`src/hw/rtl/number_to_radix_digit_string_macros.svh`:
```
// Assertion macros shared by the radix text converter RTL.
// Depends on nothing; files that check their own logic include it by name.
`ifndef NUMBER_TO_RADIX_DIGIT_STRING_MACROS_SVH
`define NUMBER_TO_RADIX_DIGIT_STRING_MACROS_SVH

// Same-cycle implication, disabled while reset is high.
`define NTR_ASSERT_NOW(label, clk, rst, ante, cons, msg) \
  label: assert property (@(posedge clk) disable iff (rst) (ante) |-> (cons)) \
    else $error(msg);

// Next-cycle implication, disabled while reset is high.
`define NTR_ASSERT_NEXT(label, clk, rst, ante, cons, msg) \
  label: assert property (@(posedge clk) disable iff (rst) (ante) |=> (cons)) \
    else $error(msg);

`endif

```
`src/hw/rtl/ntr_pkg.sv`:
```
// Package for the radix text converter: widths, character codes, beat and
// control types, and the digit-to-ASCII function. Depends on nothing.
`timescale 1ns / 1ps

package ntr_pkg;

  localparam int NUMBER_W    = 64;
  localparam int CHAR_W      = 7;
  localparam int DIGIT_W     = 6;
  localparam int RADIX_W     = 6;
  localparam int LIMIT_W     = 5;
  localparam int CFG_DATA_W  = 6;
  localparam int CFG_INDEX_W = 1;
  localparam int DIV_STEP    = 8;   // quotient bits resolved per divide cycle

  localparam int INT_BITS_DEF        = 32;
  localparam int FRAC_BITS_DEF       = 32;
  localparam int MAX_FRAC_DIGITS_DEF = 29;

  localparam logic [RADIX_W-1:0] RADIX_MIN   = 6'd2;
  localparam logic [RADIX_W-1:0] RADIX_MAX   = 6'd36;
  localparam logic [RADIX_W-1:0] RADIX_RESET = 6'd10;
  localparam logic [LIMIT_W-1:0] LIMIT_RESET = 5'd6;

  localparam logic [DIGIT_W-1:0] DIGIT_DEC_MAX = 6'd9;
  localparam logic [DIGIT_W-1:0] DIGIT_TEN     = 6'd10;
  localparam logic [DIGIT_W-1:0] DIGIT_MAX     = 6'd35;

  localparam logic [CHAR_W-1:0] CHAR_ZERO  = 7'h30;
  localparam logic [CHAR_W-1:0] CHAR_A     = 7'h41;
  localparam logic [CHAR_W-1:0] CHAR_MINUS = 7'h2D;
  localparam logic [CHAR_W-1:0] CHAR_DOT   = 7'h2E;

  typedef enum logic [CFG_INDEX_W-1:0] {
    REG_RADIX      = 1'b0,
    REG_FRAC_LIMIT = 1'b1
  } ntr_reg_t;

  typedef enum logic [2:0] {
    ST_IDLE,
    ST_DIVIDE,
    ST_DCHECK,
    ST_FRAC,
    ST_SIGN,
    ST_INT,
    ST_DOT,
    ST_FRAC_OUT
  } ntr_state_t;

  typedef enum logic [1:0] {
    ISSUE_SIGN,
    ISSUE_INT,
    ISSUE_DOT,
    ISSUE_FRAC
  } ntr_issue_t;

  typedef struct packed {
    logic signed [NUMBER_W-1:0] number_value;
  } number_beat_t;

  typedef struct packed {
    logic [CHAR_W-1:0] text_char;
    logic              last_char;
  } char_beat_t;

  typedef struct packed {
    logic       load;
    logic       div_step;
    logic       frac_step;
    logic       emit_init;
    logic       issue;
    ntr_issue_t issue_kind;
  } ntr_cmd_t;

  typedef struct packed {
    logic div_last;
    logic q_zero;
    logic frac_more;
    logic issue_ok;
    logic neg;
    logic int_last;
    logic has_frac;
    logic frac_last;
  } ntr_stat_t;

  function automatic logic [CHAR_W-1:0] digit_char(input logic [DIGIT_W-1:0] d);
    logic [DIGIT_W-1:0] dc;
    dc = (d > DIGIT_MAX) ? DIGIT_MAX : d;
    if (dc <= DIGIT_DEC_MAX) begin
      return CHAR_ZERO + CHAR_W'(dc);
    end else begin
      return CHAR_A + CHAR_W'(dc - DIGIT_TEN);
    end
  endfunction

endpackage

```
`src/hw/rtl/ntr_stream_if.sv`:
```
// Valid/ready stream interface used for the number and character channels.
// Payload type is a parameter; the beat types live in ntr_pkg.
`timescale 1ns / 1ps

interface ntr_stream_if #(
  parameter type data_t = logic
);
  logic  valid;
  logic  ready;
  data_t data;

  modport source (output valid, output data, input ready);
  modport sink   (input valid, input data, output ready);
endinterface

```
`src/hw/rtl/ntr_ram.sv`:
```
// Generic single-write, single-read RAM with registered read data.
// Depends on nothing.
`timescale 1ns / 1ps

module ntr_ram #(
  parameter int WIDTH = 8,
  parameter int DEPTH = 16
) (
  input  logic                     clk,
  input  logic                     we,
  input  logic [$clog2(DEPTH)-1:0] waddr,
  input  logic [WIDTH-1:0]         wdata,
  input  logic                     re,
  input  logic [$clog2(DEPTH)-1:0] raddr,
  output logic [WIDTH-1:0]         rdata
);
  logic [WIDTH-1:0] mem [DEPTH];

  always_ff @(posedge clk) begin
    if (we) begin
      mem[waddr] <= wdata;
    end
    if (re) begin
      rdata <= mem[raddr];
    end
  end
endmodule

```
`src/hw/rtl/ntr_ctrl.sv`:
```
// Sequencer for the radix text converter: accepts a number, steps the
// datapath through digit generation and character issue. Uses ntr_pkg.
`timescale 1ns / 1ps
`include "number_to_radix_digit_string_macros.svh"

module ntr_ctrl
  import ntr_pkg::*;
(
  input  logic      clk,
  input  logic      rst,
  input  logic      in_valid,
  output logic      in_ready,
  input  ntr_stat_t stat,
  output ntr_cmd_t  cmd
);
  ntr_state_t state, state_next;

  always_ff @(posedge clk) begin
    if (rst) begin
      state <= ST_IDLE;
    end else begin
      state <= state_next;
    end
  end

  always_comb begin
    state_next     = state;
    in_ready       = 1'b0;
    cmd            = '0;
    cmd.issue_kind = ISSUE_SIGN;
    unique case (state)
      ST_IDLE: begin
        in_ready = 1'b1;
        if (in_valid) begin
          cmd.load   = 1'b1;
          state_next = ST_DIVIDE;
        end
      end
      ST_DIVIDE: begin
        cmd.div_step = 1'b1;
        if (stat.div_last) begin
          state_next = ST_DCHECK;
        end
      end
      ST_DCHECK: begin
        state_next = stat.q_zero ? ST_FRAC : ST_DIVIDE;
      end
      ST_FRAC: begin
        if (stat.frac_more) begin
          cmd.frac_step = 1'b1;
        end else begin
          cmd.emit_init = 1'b1;
          state_next    = stat.neg ? ST_SIGN : ST_INT;
        end
      end
      ST_SIGN: begin
        if (stat.issue_ok) begin
          cmd.issue  = 1'b1;
          state_next = ST_INT;
        end
      end
      ST_INT: begin
        cmd.issue_kind = ISSUE_INT;
        if (stat.issue_ok) begin
          cmd.issue = 1'b1;
          if (stat.int_last) begin
            state_next = stat.has_frac ? ST_DOT : ST_IDLE;
          end
        end
      end
      ST_DOT: begin
        cmd.issue_kind = ISSUE_DOT;
        if (stat.issue_ok) begin
          cmd.issue  = 1'b1;
          state_next = ST_FRAC_OUT;
        end
      end
      ST_FRAC_OUT: begin
        cmd.issue_kind = ISSUE_FRAC;
        if (stat.issue_ok) begin
          cmd.issue = 1'b1;
          if (stat.frac_last) begin
            state_next = ST_IDLE;
          end
        end
      end
      default: begin
        state_next = ST_IDLE;
      end
    endcase
  end

  `NTR_ASSERT_NOW(a_issue_room, clk, rst, cmd.issue, stat.issue_ok, "issue without output room")
  `NTR_ASSERT_NEXT(a_load_divides, clk, rst, cmd.load, state == ST_DIVIDE, "load skipped divide")
  `NTR_ASSERT_NOW(a_ready_idle, clk, rst, in_ready, state == ST_IDLE, "input ready outside idle")
endmodule

```
`src/hw/rtl/ntr_datapath.sv`:
```
// Datapath for the radix text converter: magnitude split, radix divider,
// fraction multiplier, digit RAM and output register. Uses ntr_pkg, ntr_ram.
`timescale 1ns / 1ps
`include "number_to_radix_digit_string_macros.svh"

module ntr_datapath
  import ntr_pkg::*;
#(
  parameter int INT_BITS        = INT_BITS_DEF,
  parameter int FRAC_BITS       = FRAC_BITS_DEF,
  parameter int MAX_FRAC_DIGITS = MAX_FRAC_DIGITS_DEF
) (
  input  logic                       clk,
  input  logic                       rst,
  input  logic signed [NUMBER_W-1:0] number_value,
  input  logic [RADIX_W-1:0]         radix,
  input  logic [LIMIT_W-1:0]         fraction_digit_limit,
  input  ntr_cmd_t                   cmd,
  output ntr_stat_t                  stat,
  ntr_stream_if.source               chars
);
  localparam int TW      = INT_BITS + FRAC_BITS;
  localparam int DIV_CYC = (INT_BITS + DIV_STEP - 1) / DIV_STEP;
  localparam int QW      = DIV_CYC * DIV_STEP;
  localparam int DCW     = (DIV_CYC > 1) ? $clog2(DIV_CYC) : 1;
  localparam int ICW     = $clog2(INT_BITS + 1);
  localparam int FCW     = $clog2(MAX_FRAC_DIGITS + 1);
  localparam int MAXD    = (INT_BITS > MAX_FRAC_DIGITS) ? INT_BITS : MAX_FRAC_DIGITS;
  localparam int EW      = $clog2(MAXD);
  localparam int CW      = EW + FCW;
  localparam int DEPTH   = INT_BITS + MAX_FRAC_DIGITS;
  localparam int AW      = $clog2(DEPTH);
  localparam int PW      = FRAC_BITS + RADIX_W;
  localparam logic [AW-1:0] FRAC_BASE = AW'(INT_BITS);

  // number split
  logic [TW-1:0] x_bits;
  logic [TW-1:0] mag;
  logic          x_neg;

  // registers
  logic                 neg;
  logic [RADIX_W-1:0]   r_eff;
  logic [FCW-1:0]       lim_eff;
  logic [QW-1:0]        qsh;
  logic [DIGIT_W-1:0]   rem;
  logic [DCW-1:0]       dcnt;
  logic [ICW-1:0]       int_cnt;
  logic [FRAC_BITS-1:0] fr;
  logic [FCW-1:0]       frac_cnt;
  logic [FCW-1:0]       frac_keep;
  logic [EW-1:0]        emit_idx;
  logic                 pend;
  logic                 pend_lit;
  logic [CHAR_W-1:0]    pend_char;
  logic                 pend_last;
  logic                 out_valid;
  logic [CHAR_W-1:0]    out_char;
  logic                 out_last;

  // divide step
  logic [DIGIT_W-1:0]  rem_w;
  logic [DIGIT_W:0]    trial;
  logic [DIV_STEP-1:0] qb;
  logic [QW-1:0]       qsh_next;
  logic                div_last;

  // fraction step
  logic [PW-1:0]      prod;
  logic [DIGIT_W-1:0] frac_digit;

  // digit RAM
  logic               ram_we;
  logic [AW-1:0]      ram_waddr;
  logic [DIGIT_W-1:0] ram_wdata;
  logic               ram_re;
  logic [AW-1:0]      ram_raddr;
  logic [DIGIT_W-1:0] ram_rdata;

  logic issue_last;
  logic int_last;
  logic frac_last;
  logic int_issue;

  assign x_bits = TW'(number_value);
  assign x_neg  = x_bits[TW-1];
  assign mag    = x_neg ? (TW'(0) - x_bits) : x_bits;

  // Restoring division by the radix, DIV_STEP quotient bits per cycle.
  always_comb begin
    rem_w = (dcnt == '0) ? '0 : rem;
    qb    = '0;
    trial = '0;
    for (int k = 0; k < DIV_STEP; k++) begin
      trial = {rem_w, qsh[QW-1-k]};
      if (trial >= {1'b0, r_eff}) begin
        trial            = trial - {1'b0, r_eff};
        qb[DIV_STEP-1-k] = 1'b1;
      end
      rem_w = trial[DIGIT_W-1:0];
    end
    qsh_next = (qsh << DIV_STEP) | QW'(qb);
  end

  assign div_last   = (dcnt == DCW'(DIV_CYC - 1));
  assign prod       = PW'(fr) * PW'(r_eff);
  assign frac_digit = prod[PW-1:FRAC_BITS];

  assign int_last  = (emit_idx == '0);
  assign frac_last = (CW'(emit_idx) + CW'(1) == CW'(frac_keep));
  assign int_issue = cmd.issue && (cmd.issue_kind == ISSUE_INT);

  always_ff @(posedge clk) begin
    if (cmd.load) begin
      neg <= x_neg;
      if (radix < RADIX_MIN) begin
        r_eff <= RADIX_MIN;
      end else if (radix > RADIX_MAX) begin
        r_eff <= RADIX_MAX;
      end else begin
        r_eff <= radix;
      end
      lim_eff   <= (fraction_digit_limit > LIMIT_W'(MAX_FRAC_DIGITS)) ?
                   FCW'(MAX_FRAC_DIGITS) : FCW'(fraction_digit_limit);
      qsh       <= QW'(mag[TW-1:FRAC_BITS]);
      fr        <= mag[FRAC_BITS-1:0];
      dcnt      <= '0;
      int_cnt   <= '0;
      frac_cnt  <= '0;
      frac_keep <= '0;
    end
    if (cmd.div_step) begin
      qsh  <= qsh_next;
      rem  <= rem_w;
      dcnt <= div_last ? '0 : dcnt + DCW'(1);
      if (div_last) begin
        int_cnt <= int_cnt + ICW'(1);
      end
    end
    if (cmd.frac_step) begin
      fr       <= prod[FRAC_BITS-1:0];
      frac_cnt <= frac_cnt + FCW'(1);
      if (frac_digit != '0) begin
        frac_keep <= frac_cnt + FCW'(1);
      end
    end
    if (cmd.emit_init) begin
      emit_idx <= EW'(int_cnt - ICW'(1));
    end
    if (cmd.issue) begin
      unique case (cmd.issue_kind) inside
        ISSUE_INT:  emit_idx <= emit_idx - EW'(1);
        ISSUE_DOT:  emit_idx <= '0;
        ISSUE_FRAC: emit_idx <= emit_idx + EW'(1);
        default:    emit_idx <= emit_idx;
      endcase
    end
  end

  // Digit RAM: integer digits from address 0 (least significant first),
  // fraction digits from FRAC_BASE.
  assign ram_we    = (cmd.div_step && div_last) || cmd.frac_step;
  assign ram_waddr = cmd.frac_step ? (FRAC_BASE + AW'(frac_cnt)) : AW'(int_cnt);
  assign ram_wdata = cmd.frac_step ? frac_digit : rem_w;
  assign ram_re    = cmd.issue &&
                     (cmd.issue_kind == ISSUE_INT || cmd.issue_kind == ISSUE_FRAC);
  assign ram_raddr = (cmd.issue_kind == ISSUE_FRAC) ? (FRAC_BASE + AW'(emit_idx))
                                                   : AW'(emit_idx);

  ntr_ram #(
    .WIDTH (DIGIT_W),
    .DEPTH (DEPTH)
  ) u_digits (
    .clk   (clk),
    .we    (ram_we),
    .waddr (ram_waddr),
    .wdata (ram_wdata),
    .re    (ram_re),
    .raddr (ram_raddr),
    .rdata (ram_rdata)
  );

  always_comb begin
    unique case (cmd.issue_kind) inside
      ISSUE_SIGN, ISSUE_DOT: issue_last = 1'b0;
      ISSUE_INT:             issue_last = int_last && (frac_keep == '0);
      ISSUE_FRAC:            issue_last = frac_last;
      default:               issue_last = 1'b0;
    endcase
  end

  // Issue stage: the registered RAM read, then the output register.
  always_ff @(posedge clk) begin
    if (rst) begin
      pend      <= 1'b0;
      out_valid <= 1'b0;
    end else begin
      pend <= cmd.issue;
      if (pend) begin
        out_valid <= 1'b1;
      end else if (chars.ready) begin
        out_valid <= 1'b0;
      end
    end
    if (cmd.issue) begin
      pend_lit  <= (cmd.issue_kind == ISSUE_SIGN || cmd.issue_kind == ISSUE_DOT);
      pend_char <= (cmd.issue_kind == ISSUE_SIGN) ? CHAR_MINUS : CHAR_DOT;
      pend_last <= issue_last;
    end
    if (pend) begin
      out_char <= pend_lit ? pend_char : digit_char(ram_rdata);
      out_last <= pend_last;
    end
  end

  assign chars.valid          = out_valid;
  assign chars.data.text_char = out_char;
  assign chars.data.last_char = out_last;

  assign stat.div_last  = div_last;
  assign stat.q_zero    = (qsh == '0);
  assign stat.frac_more = (frac_cnt < lim_eff) && (fr != '0);
  assign stat.issue_ok  = !pend && (!out_valid || chars.ready);
  assign stat.neg       = neg;
  assign stat.int_last  = int_last;
  assign stat.has_frac  = (frac_keep != '0);
  assign stat.frac_last = frac_last;

  `NTR_ASSERT_NOW(a_pend_room, clk, rst, pend, !out_valid, "read data arrived at a full output")
  `NTR_ASSERT_NOW(a_keep_le_cnt, clk, rst, cmd.frac_step, frac_keep <= frac_cnt, "keep count too large")
  `NTR_ASSERT_NOW(a_int_index, clk, rst, int_issue, emit_idx < int_cnt, "integer read past count")
endmodule

```
`src/hw/rtl/number_to_radix_digit_string.sv`:
```
// Fixed-point (Q INT_BITS.FRAC_BITS) to ASCII text in radix 2..36, one character per beat.
// Digits come from the 8-bit-per-cycle radix divider and the one-digit-per-cycle fraction
// multiplier; each character then passes the registered digit RAM read and the output
// register, and a character is issued only with no read pending and the output free or draining.
// One number at a time; the next is accepted once its last character is issued.
// Synchronous active-high rst: radix 10, fraction limit 6, no beat pending.
`timescale 1ns / 1ps

module number_to_radix_digit_string
  import ntr_pkg::*;
#(
  parameter int INT_BITS        = INT_BITS_DEF,
  parameter int FRAC_BITS       = FRAC_BITS_DEF,
  parameter int MAX_FRAC_DIGITS = MAX_FRAC_DIGITS_DEF
) (
  input  logic                   clk,
  input  logic                   rst,
  input  logic                   wr_en,
  input  logic [CFG_INDEX_W-1:0] wr_index,
  input  logic [CFG_DATA_W-1:0]  wr_data,
  ntr_stream_if.sink             numbers,
  ntr_stream_if.source           chars
);
  // Configuration registers: the user writes them only while the block is quiet; the block does not enforce it.
  logic [RADIX_W-1:0] radix;
  logic [LIMIT_W-1:0] fraction_digit_limit;

  ntr_cmd_t  cmd;
  ntr_stat_t stat;

  always_ff @(posedge clk) begin
    if (rst) begin
      radix                <= RADIX_RESET;
      fraction_digit_limit <= LIMIT_RESET;
    end else if (wr_en) begin
      unique case (ntr_reg_t'(wr_index))
        REG_RADIX:      radix                <= wr_data[RADIX_W-1:0];
        REG_FRAC_LIMIT: fraction_digit_limit <= wr_data[LIMIT_W-1:0];
        default:        radix                <= radix;
      endcase
    end
  end

  // Sequencer: owns the input handshake and drives the datapath commands.
  ntr_ctrl u_ctrl (
    .clk      (clk),
    .rst      (rst),
    .in_valid (numbers.valid),
    .in_ready (numbers.ready),
    .stat     (stat),
    .cmd      (cmd)
  );

  // Datapath: divider, multiplier, digit store and the output beat register.
  ntr_datapath #(
    .INT_BITS        (INT_BITS),
    .FRAC_BITS       (FRAC_BITS),
    .MAX_FRAC_DIGITS (MAX_FRAC_DIGITS)
  ) u_datapath (
    .clk                  (clk),
    .rst                  (rst),
    .number_value         (numbers.data.number_value),
    .radix                (radix),
    .fraction_digit_limit (fraction_digit_limit),
    .cmd                  (cmd),
    .stat                 (stat),
    .chars                (chars)
  );
endmodule

```
`src/flat_wrapper.sv`:
```
// flat-port wrapper written by rule: the top's interface ports become plain ports
module number_to_radix_digit_string_flat import ntr_pkg::*;
#(
  parameter int INT_BITS        = INT_BITS_DEF,
  parameter int FRAC_BITS       = FRAC_BITS_DEF,
  parameter int MAX_FRAC_DIGITS = MAX_FRAC_DIGITS_DEF
)
  (clk, rst, wr_en, wr_index, wr_data, numbers_valid, numbers_data, numbers_ready, chars_valid, chars_data, chars_ready);
  ntr_stream_if #(.data_t(number_beat_t)) numbers_i ();
  ntr_stream_if #(.data_t(char_beat_t)) chars_i ();
  input  logic clk;
  input  logic rst;
  input  logic wr_en;
  input  logic [CFG_INDEX_W-1:0] wr_index;
  input  logic [CFG_DATA_W-1:0] wr_data;
  input wire logic [$bits(numbers_i.valid)-1:0] numbers_valid;
  input wire logic [$bits(numbers_i.data)-1:0] numbers_data;
  output wire logic [$bits(numbers_i.ready)-1:0] numbers_ready;
  output wire logic [$bits(chars_i.valid)-1:0] chars_valid;
  output wire logic [$bits(chars_i.data)-1:0] chars_data;
  input wire logic [$bits(chars_i.ready)-1:0] chars_ready;
  assign numbers_i.valid = numbers_valid;
  assign numbers_i.data = numbers_data;
  assign numbers_ready = numbers_i.ready;
  assign chars_valid = chars_i.valid;
  assign chars_data = chars_i.data;
  assign chars_i.ready = chars_ready;
  number_to_radix_digit_string #(.INT_BITS(INT_BITS), .FRAC_BITS(FRAC_BITS), .MAX_FRAC_DIGITS(MAX_FRAC_DIGITS)) u_core (.clk(clk), .rst(rst), .wr_en(wr_en), .wr_index(wr_index), .wr_data(wr_data), .numbers(numbers_i), .chars(chars_i));
endmodule
```
`config.mk`:
```
export PLATFORM = sky130hd
export DESIGN_NAME = number_to_radix_digit_string_flat
export DESIGN_NICKNAME = d
export VERILOG_FILES = /design/src/hw/rtl/ntr_pkg.sv /design/src/hw/rtl/ntr_stream_if.sv /design/src/hw/rtl/ntr_ram.sv /design/src/hw/rtl/ntr_ctrl.sv /design/src/hw/rtl/ntr_datapath.sv /design/src/hw/rtl/number_to_radix_digit_string.sv /design/src/flat_wrapper.sv
export VERILOG_INCLUDE_DIRS = /design/src /design/src/hw/rtl
export SDC_FILE = /design/constraint.sdc
export NUM_CORES = 1
export LEC_CHECK = 0
export ABC_AREA = 1
export BUFFER_PORTS_ARGS = -buffer_cell sky130_fd_sc_hd__clkbuf_2
export CORE_MARGIN = 4
export CORE_UTILIZATION = 51
export DETAILED_ROUTE_END_ITERATION = 8
export HOLD_SLACK_MARGIN = 0.02
export PLACE_DENSITY = 0.7
export SLEW_MARGIN = 20
export SYNTH_ARGS = -nofsm -noshare
export SYNTH_HDL_FRONTEND = slang
export SYNTH_SLANG_ARGS = --single-unit
```
`constraint.sdc`:
```
create_clock -name clk -period 22.5 [get_ports clk]
set_input_delay 4.5 -clock clk [delete_from_list [all_inputs] [get_ports clk]]
set_output_delay 4.5 -clock clk [all_outputs]
set_load 0.01 [all_outputs]
```
Word-level counts from Yosys, hierarchy flattened
Memories as Yosys holds them, arrays and structs flattened. A register that Yosys moved wholly into a read port is not among the register bits.
Index checks and enable logic that the tools add are counted.
{ "totals": {"ff_bits": 138, "latch_bits": 0, "ram_bits": 366, "romBits": 0, "in_bits": 76, "word_cells": 185, "mem_count": 1} }
{ "classes": {"add_sub_neg": 21, "mul": 1, "div": 0, "order_cmp": 14, "n_eq_ne": 22, "n_shift": 0, "muxes": 72, "bitwise_logic": 2, "n_reduce_logical": 30} }
{ "mem_list": {"columns": ["memory", "depth", "width", "read_ports", "rd_ports_with_merged_regs", "write_ports", "line", "text"], "rows": [
  ["u_core.u_datapath.u_digits.mem", 61, 6, 1, 1, 1, "ntr_ram.sv:17", "logic [WIDTH-1:0] mem [DEPTH];"]
]} }
{ "ops": {"columns": ["operator", "n"], "rows": [
  ["$mux 32", 4],
  ["$mux 6", 17],
  ["$mux 64", 1],
  ["$sub 1x64->64 const A", 1],
  ["$ge 7x6->1", 8],
  ["$sub 6x6->6", 8],
  ["$mul 32x6->38", 1],
  ["$mux 5", 7],
  ["$logic_not 32->1", 1],
  ["$or 32x8->32", 1],
  ["$reduce_bool 32->1", 1],
  ["$mux 3", 10],
  ["$pmux 3 s8", 1],
  ["$mux 1", 21],
  ["$pmux 5 s3", 1],
  ["$mux 7", 2],
  ["$add 6x5->6 const A", 2],
  ["$eq 3x3->1 const B", 4],
  ["$gt 6x6->1 const B", 2],
  ["$mux 2", 6],
  ["$add 5x1->5 const B", 2],
  ["$logic_not 5->1", 2],
  ["$ne 2x2->1 const B", 5],
  ["$sub 5x1->5 const B", 2],
  ["32 further kinds", 52]
]} }

Logic depth before layout (Yosys ltp)
{ "depth": {"depth_word": 20, "mapped_depth": 98} }

Cells and area by module
Synthesis repeated with hierarchy kept, for this count alone.
{ "unflattened": {"hier_cells": 3579, "area_unflattened_um2": 31894.3} }
{ "modules_own_cells": {"columns": ["mod", "n_inst", "cells_per_inst", "area_each_um2"], "rows": [
  ["ntr_datapath", 1, 2093, 15616.2],
  ["ntr_ram", 1, 1364, 15518.6],
  ["number_to_radix_digit_string", 1, 61, 437.9],
  ["ntr_ctrl", 1, 61, 321.6]
]} }

Worst setup path before layout
Ideal clock, no wire load.
{ "synth_timing": {"path_type": "register to register", "startpoint": "register u_core.u_datapath.r_eff[5]", "endpoint": "memory u_core.u_datapath.u_digits.mem[0][4] (netlist bit), data pin", "arrival_ps": 13238, "path_slack_ps": 8913, "path_stages_with_launch": 89, "synth_period_minus_slack_ps": 13587, "path_cell_list": "edfxtp_1 -> clkbuf_1 -> clkbuf_1 -> inv_1 -> ha_1 -> nand2_1 -> nor2_1 -> nand3_2 -> nand3_4 -> o21a_1 -> inv_1 -> ha_1 -> a21o_1 -> nand2_1 -> nand3_1 -> a21oi_1 -> nand2_1 -> inv_2 -> [53 not listed] -> o21a_1 -> nand3_2 -> buf_6 -> o21ai_1 -> inv_1 -> ha_1 -> a21oi_1 -> nand2_1 -> a21oi_1 -> inv_1 -> a21oi_1 -> o21a_1 -> inv_1 -> nor2_8 -> nand3_2 -> nand2_1 -> nand2_1 -> nand2_1"} }
{ "synth_via": {"elab_chain_cells": 17, "word_cells_on_any_way": 26, "classes_between": "8 x add/sub; 1 x mul; 8 x order compare; 9 x mux"} }
{ "synth_lines": {"columns": ["element", "line", "text"], "rows": [
  ["from (decl)", "ntr_datapath.sv:43", "logic [RADIX_W-1:0] r_eff;"],
  ["from (signal assigned)", "ntr_datapath.sv:121", "r_eff <= radix;"],
  ["$sub 6x6->6 / $ge 7x6->1 (equally long branches)", "ntr_datapath.sv:97, ntr_datapath.sv:96", null],
  ["$mux 6", "ntr_datapath.sv:96", "if (trial >= {1'b0, r_eff}) begin"],
  ["$ge 7x6->1 / $sub 6x6->6 (equally long branches)", "ntr_datapath.sv:96, ntr_datapath.sv:97", null],
  ["$mux 6", "ntr_datapath.sv:96", null],
  ["$sub 6x6->6 / $ge 7x6->1 (equally long branches)", "ntr_datapath.sv:97, ntr_datapath.sv:96", null],
  ["$mux 6", "ntr_datapath.sv:96", null],
  ["$sub 6x6->6 / $ge 7x6->1 (equally long branches)", "ntr_datapath.sv:97, ntr_datapath.sv:96", null],
  ["$mux 6", "ntr_datapath.sv:96", null],
  ["[3 not listed]", null, null],
  ["$mux 6", "ntr_datapath.sv:96", null],
  ["$ge 7x6->1 / $sub 6x6->6 (equally long branches)", "ntr_datapath.sv:96, ntr_datapath.sv:97", null],
  ["$mux 6", "ntr_datapath.sv:96", null],
  ["$sub 6x6->6 / $ge 7x6->1 (equally long branches)", "ntr_datapath.sv:97, ntr_datapath.sv:96", null],
  ["$mux 6 *", "ntr_datapath.sv:96", null],
  ["net u_core.u_datapath.trial[4]", "ntr_datapath.sv:63", "logic [DIGIT_W:0] trial;"],
  ["$mux 6 *", "ntr_datapath.sv:164", "assign ram_wdata = cmd.frac_step ? frac_digit : rem_w;"],
  ["net u_core.u_datapath.ram_wdata[4]", "ntr_datapath.sv:75", "logic [DIGIT_W-1:0] ram_wdata;"],
  ["to (decl)", "ntr_ram.sv:17", null]
]} }
Mark *: on every way through the listed nets, which the timed path passes. The rest lies on a longest branch.

Worst setup path after layout
{ "layout_timing": {"startpoint": "register u_core.u_datapath.r_eff[5]", "endpoint": "memory u_core.u_datapath.u_digits.mem[58][3] (netlist bit), data pin"} }
{ "layout_via": {"elab_chain_cells": 17, "word_cells_on_any_way": 26, "classes_between": "8 x add/sub; 1 x mul; 8 x order compare; 9 x mux"} }
{ "layout_lines": {"columns": ["element", "line"], "rows": [
  ["$sub 6x6->6 / $ge 7x6->1 (equally long branches)", "ntr_datapath.sv:97, ntr_datapath.sv:96"],
  ["$mux 6", "ntr_datapath.sv:96"],
  ["$ge 7x6->1 / $sub 6x6->6 (equally long branches)", "ntr_datapath.sv:96, ntr_datapath.sv:97"],
  ["$mux 6", "ntr_datapath.sv:96"],
  ["$sub 6x6->6 / $ge 7x6->1 (equally long branches)", "ntr_datapath.sv:97, ntr_datapath.sv:96"],
  ["$mux 6", "ntr_datapath.sv:96"],
  ["$sub 6x6->6 / $ge 7x6->1 (equally long branches)", "ntr_datapath.sv:97, ntr_datapath.sv:96"],
  ["$mux 6", "ntr_datapath.sv:96"],
  ["[2 not listed]", null],
  ["$sub 6x6->6 / $ge 7x6->1 (equally long branches)", "ntr_datapath.sv:97, ntr_datapath.sv:96"],
  ["$mux 6", "ntr_datapath.sv:96"],
  ["$ge 7x6->1 / $sub 6x6->6 (equally long branches)", "ntr_datapath.sv:96, ntr_datapath.sv:97"],
  ["$mux 6", "ntr_datapath.sv:96"],
  ["$sub 6x6->6 / $ge 7x6->1 (equally long branches)", "ntr_datapath.sv:97, ntr_datapath.sv:96"],
  ["$mux 6", "ntr_datapath.sv:96"],
  ["$mux 6 *", "ntr_datapath.sv:164"],
  ["net u_core.u_datapath.ram_wdata[3]", "ntr_datapath.sv:75"]
]} }
Marked as above.

==> summary.md <==
| Metric | Value |
|---|---|
| Status | complete, no violations |
| Avg Synthesized Cell Area | 9.402 um^2 |
| Final WS setup | 7209 ps |
| Synth Cell Area | 30830 um^2 |
| CTS clk-pin slew, worst paths | 60 ps |
| Drt drc | 0 |
| Dpl ws | 7097 ps |
| WP buf/inv | 12 |
| Vias/cell | 5.735 |
| Final setup viols | 0 |
| Final min period | 15290 ps |
| Worst Tran Pin Value | 1122 ps |
| H-tree Lvls | 2 |
| Post-synth EDFFs | 478 |
| Setup Total Neg Slack | 0 ps |
| Routability Congestion | 0.9518 |
| Largest family of logic cells by synthesized area | simple AND/OR/NAND/NOR gates |
| WHS | 421.4 ps |
| Area growth from synthesis to layout | 9.067% |
| Mux cell area share after synthesis | 0 |
| Post-DP HPWL | 54870 um |
| # rows | 89 |
| Rel. slew slack | 0.2461 |
| Mapped Cells | 3279 |
| DR vias | 23661 |
| Synth top area share | 0.4656 |
| Die height | 253.9 um |
| Total grt overflow | 0 |
| Worst Skew | 22.18 ps |
| Unrepaired setup endpoints after global routing | false |
| NumNets Final | 3631 |
| Initial DRC count | 2355 |
| CTS Hold Bufs | 0 |
| Core area | 59460 um^2 |
| Starting Density | 0.5184 |
| XOR/XNOR Fraction of Synth Area | 0.03125 |
| Initial antenna violation count | 3 |
| Die ar. | 64440 um^2 |
| Seq/Total Area, Yosys | 0.4831 |
| Post_cts resized | 0 |
| Worst Path Max Fanout | 61 |
| Clock Path Buffers | 3 |
| Clock sinks | 505 |
| Drt pass-1 iters | 6 |
| Compound-Gate Fraction of Synth Area | 0.1183 |
| Critical-path top delay cell | ha_1 |
| Max-slew violations | 0 |
| Worst path arrival time | 15460 ps |
| Most used cell, CP | a21oi_1 |
| Share of cells above drive strength 1 | 0.07759 |
| FF-to-FF setup slack | 7210 ps |
| Largest net degree at the start of global routing | 187 |
| Crit share post-route | 0.6796 |
| WL/cell | 19.37 um |
| Synth area leader | edfxtp_1 |
| Synth Area in Adders | 0.1292 |
| Final hold viol count | 0 |
| Fill cell count | 5186 |
| CP Class | flop to flop |
| Simple-gate share of the synthesized area | 0.1759 |
| Crit path largest cell delay | 420 ps |
| DRT Wirelength | 79940 um |
| Synth Warn # | 0 |
| Post-route ant nets | 0 |
| Clk_lat worst skew | 610 ps |
| # port buffers | 85 |
| Crit end category | flop |
| Die width | 253.9 um |
| CTS tree | done |
| Synth top cells by count | 592 x nand2_1, 478 x edfxtp_1, 404 x nor2_1 |
| Startpoint types | flop |
| Yosys reg bits | 505 |
| Vias in the first global route | 22479 |
| CTS Buf Count | 53 |
| First-pass GRT wire length | 125500 um |
| Worst Hold Class | flop to flop |
| Post-Syn Nets | 3596 |
| Crit-path leading delay family | compound AO/OA/AOI/OAI gates |
| Max frequency | 65.40 MHz |
| Ys flop type | edfxtp_1 |
| CP required | 22670 ps |
| Post-CTS setup buffer count | 0 |
| Count leader, synth | nand2_1 |
| Distinct cells, synth | 60 |
| # IOs | 86 |
| Synth top area cells | edfxtp_1 47%, fa_1 8.4%, nand2_1 7.2% |
| Max-Cap Viols | 0 |
| CTS Root Cell | clkbuf_16 |
| GR Util All Layers | 0.2475 |
| Ys async rst share | 0 |
cells by family after synthesis:
logic type | count (synthesis)
compound gates | 651
xor+xnor | 110
fa+ha+maj | 241
buf+inv | 504
flops | 505
simple gates | 1268
state kept, by name, indices dropped and copies added, names as in the netlist, 6 cells and up:
name,cells
u_core.u_datapath.out_char,7
u_core.u_datapath.int_cnt,6
u_core.u_datapath.u_digits.mem,366
u_core.u_datapath.rem,6
u_core.u_datapath.r_eff,6
u_core.u_datapath.u_digits.rdata,6
u_core.u_datapath.fr,32
u_core.radix,6
u_core.u_datapath.qsh,32
worst register-to-register path, delay by kind of cell, from the launching register on:
family,cells,cell delay [ps]
AOI/OAI and AO/OA,36,6680
adders and majority gates,8,2750
buffers and inverters,12,1500
DFF,1,320
and+or+nand+nor,27,3550
area by class of cell:
type                       count  area, um^2  share of cell area
timing repair buffer         108       623.1             0.01853
clock inverter                27       225.2            0.006698
sequential                   505       14890              0.4430
antenna                        2       5.005           0.0001488
multi-input combinational   2270       14080              0.4187
inverter                     376        1416             0.04212
clock buffer                  65        1413             0.04201
tap                          773       967.2             0.02876
metrics by stage:
stage	std cells	cell area, um^2	util
finish	4126	33620	0.5654
global route	4124	33620	0.5654
CTS	4124	33590	0.5648
detailed placement	4032	31950	0.5373
global placement	4032	31950	0.5372
floorplan	3279	30830	-
cells in the final DEF (no fill, tap or decap), types with 8 or more instances in the layout:
master	count
nand3_2	9
nand2_4	10
clkbuf_2	85
inv_1	359
nor4_1	37
buf_4	21
o22ai_1	70
o21ai_1	18
o21ai_0	334
fa_1	129
nor2_1	403
clkbuf_1	9
clkbuf_16	54
edfxtp_1	478
clkinv_1	12
nand4_1	24
nand2_1	585
o211ai_1	17
dfxtp_1	27
o21a_1	8
a21oi_1	122
nor3_1	31
nand3_1	110
nand2_2	16
a31oi_1	17
xor2_1	65
ha_1	112
o221ai_1	28
xnor2_1	45
inv_2	13
clkinv_2	9
worst paths after layout:
| path | from | to | cells after the start |
|---|---|---|---|
| max | u_core.u_datapath.r_eff[5] | u_core.u_datapath.u_digits.mem[58][3] | 83 |
| min | u_core.u_datapath.pend_last | u_core.u_datapath.out_last | 0 |
| max reg2reg | u_core.u_datapath.r_eff[5] | u_core.u_datapath.u_digits.mem[58][3] | 83 |
| min reg2reg | u_core.u_datapath.pend_last | u_core.u_datapath.out_last | 0 |
routing by layer:
metal  vias up  track usage  share of wire
met1     11312       0.3652           0.45
met5         -            0              0
met2       953       0.3674           0.43
met3       149      0.05199          0.088
li1      11247            -              -
met4         0      0.08354          0.034
Power is left out: the tool's default activity adds up to more than one toggle a clock period on the data nets, which glitch-free logic cannot reach.
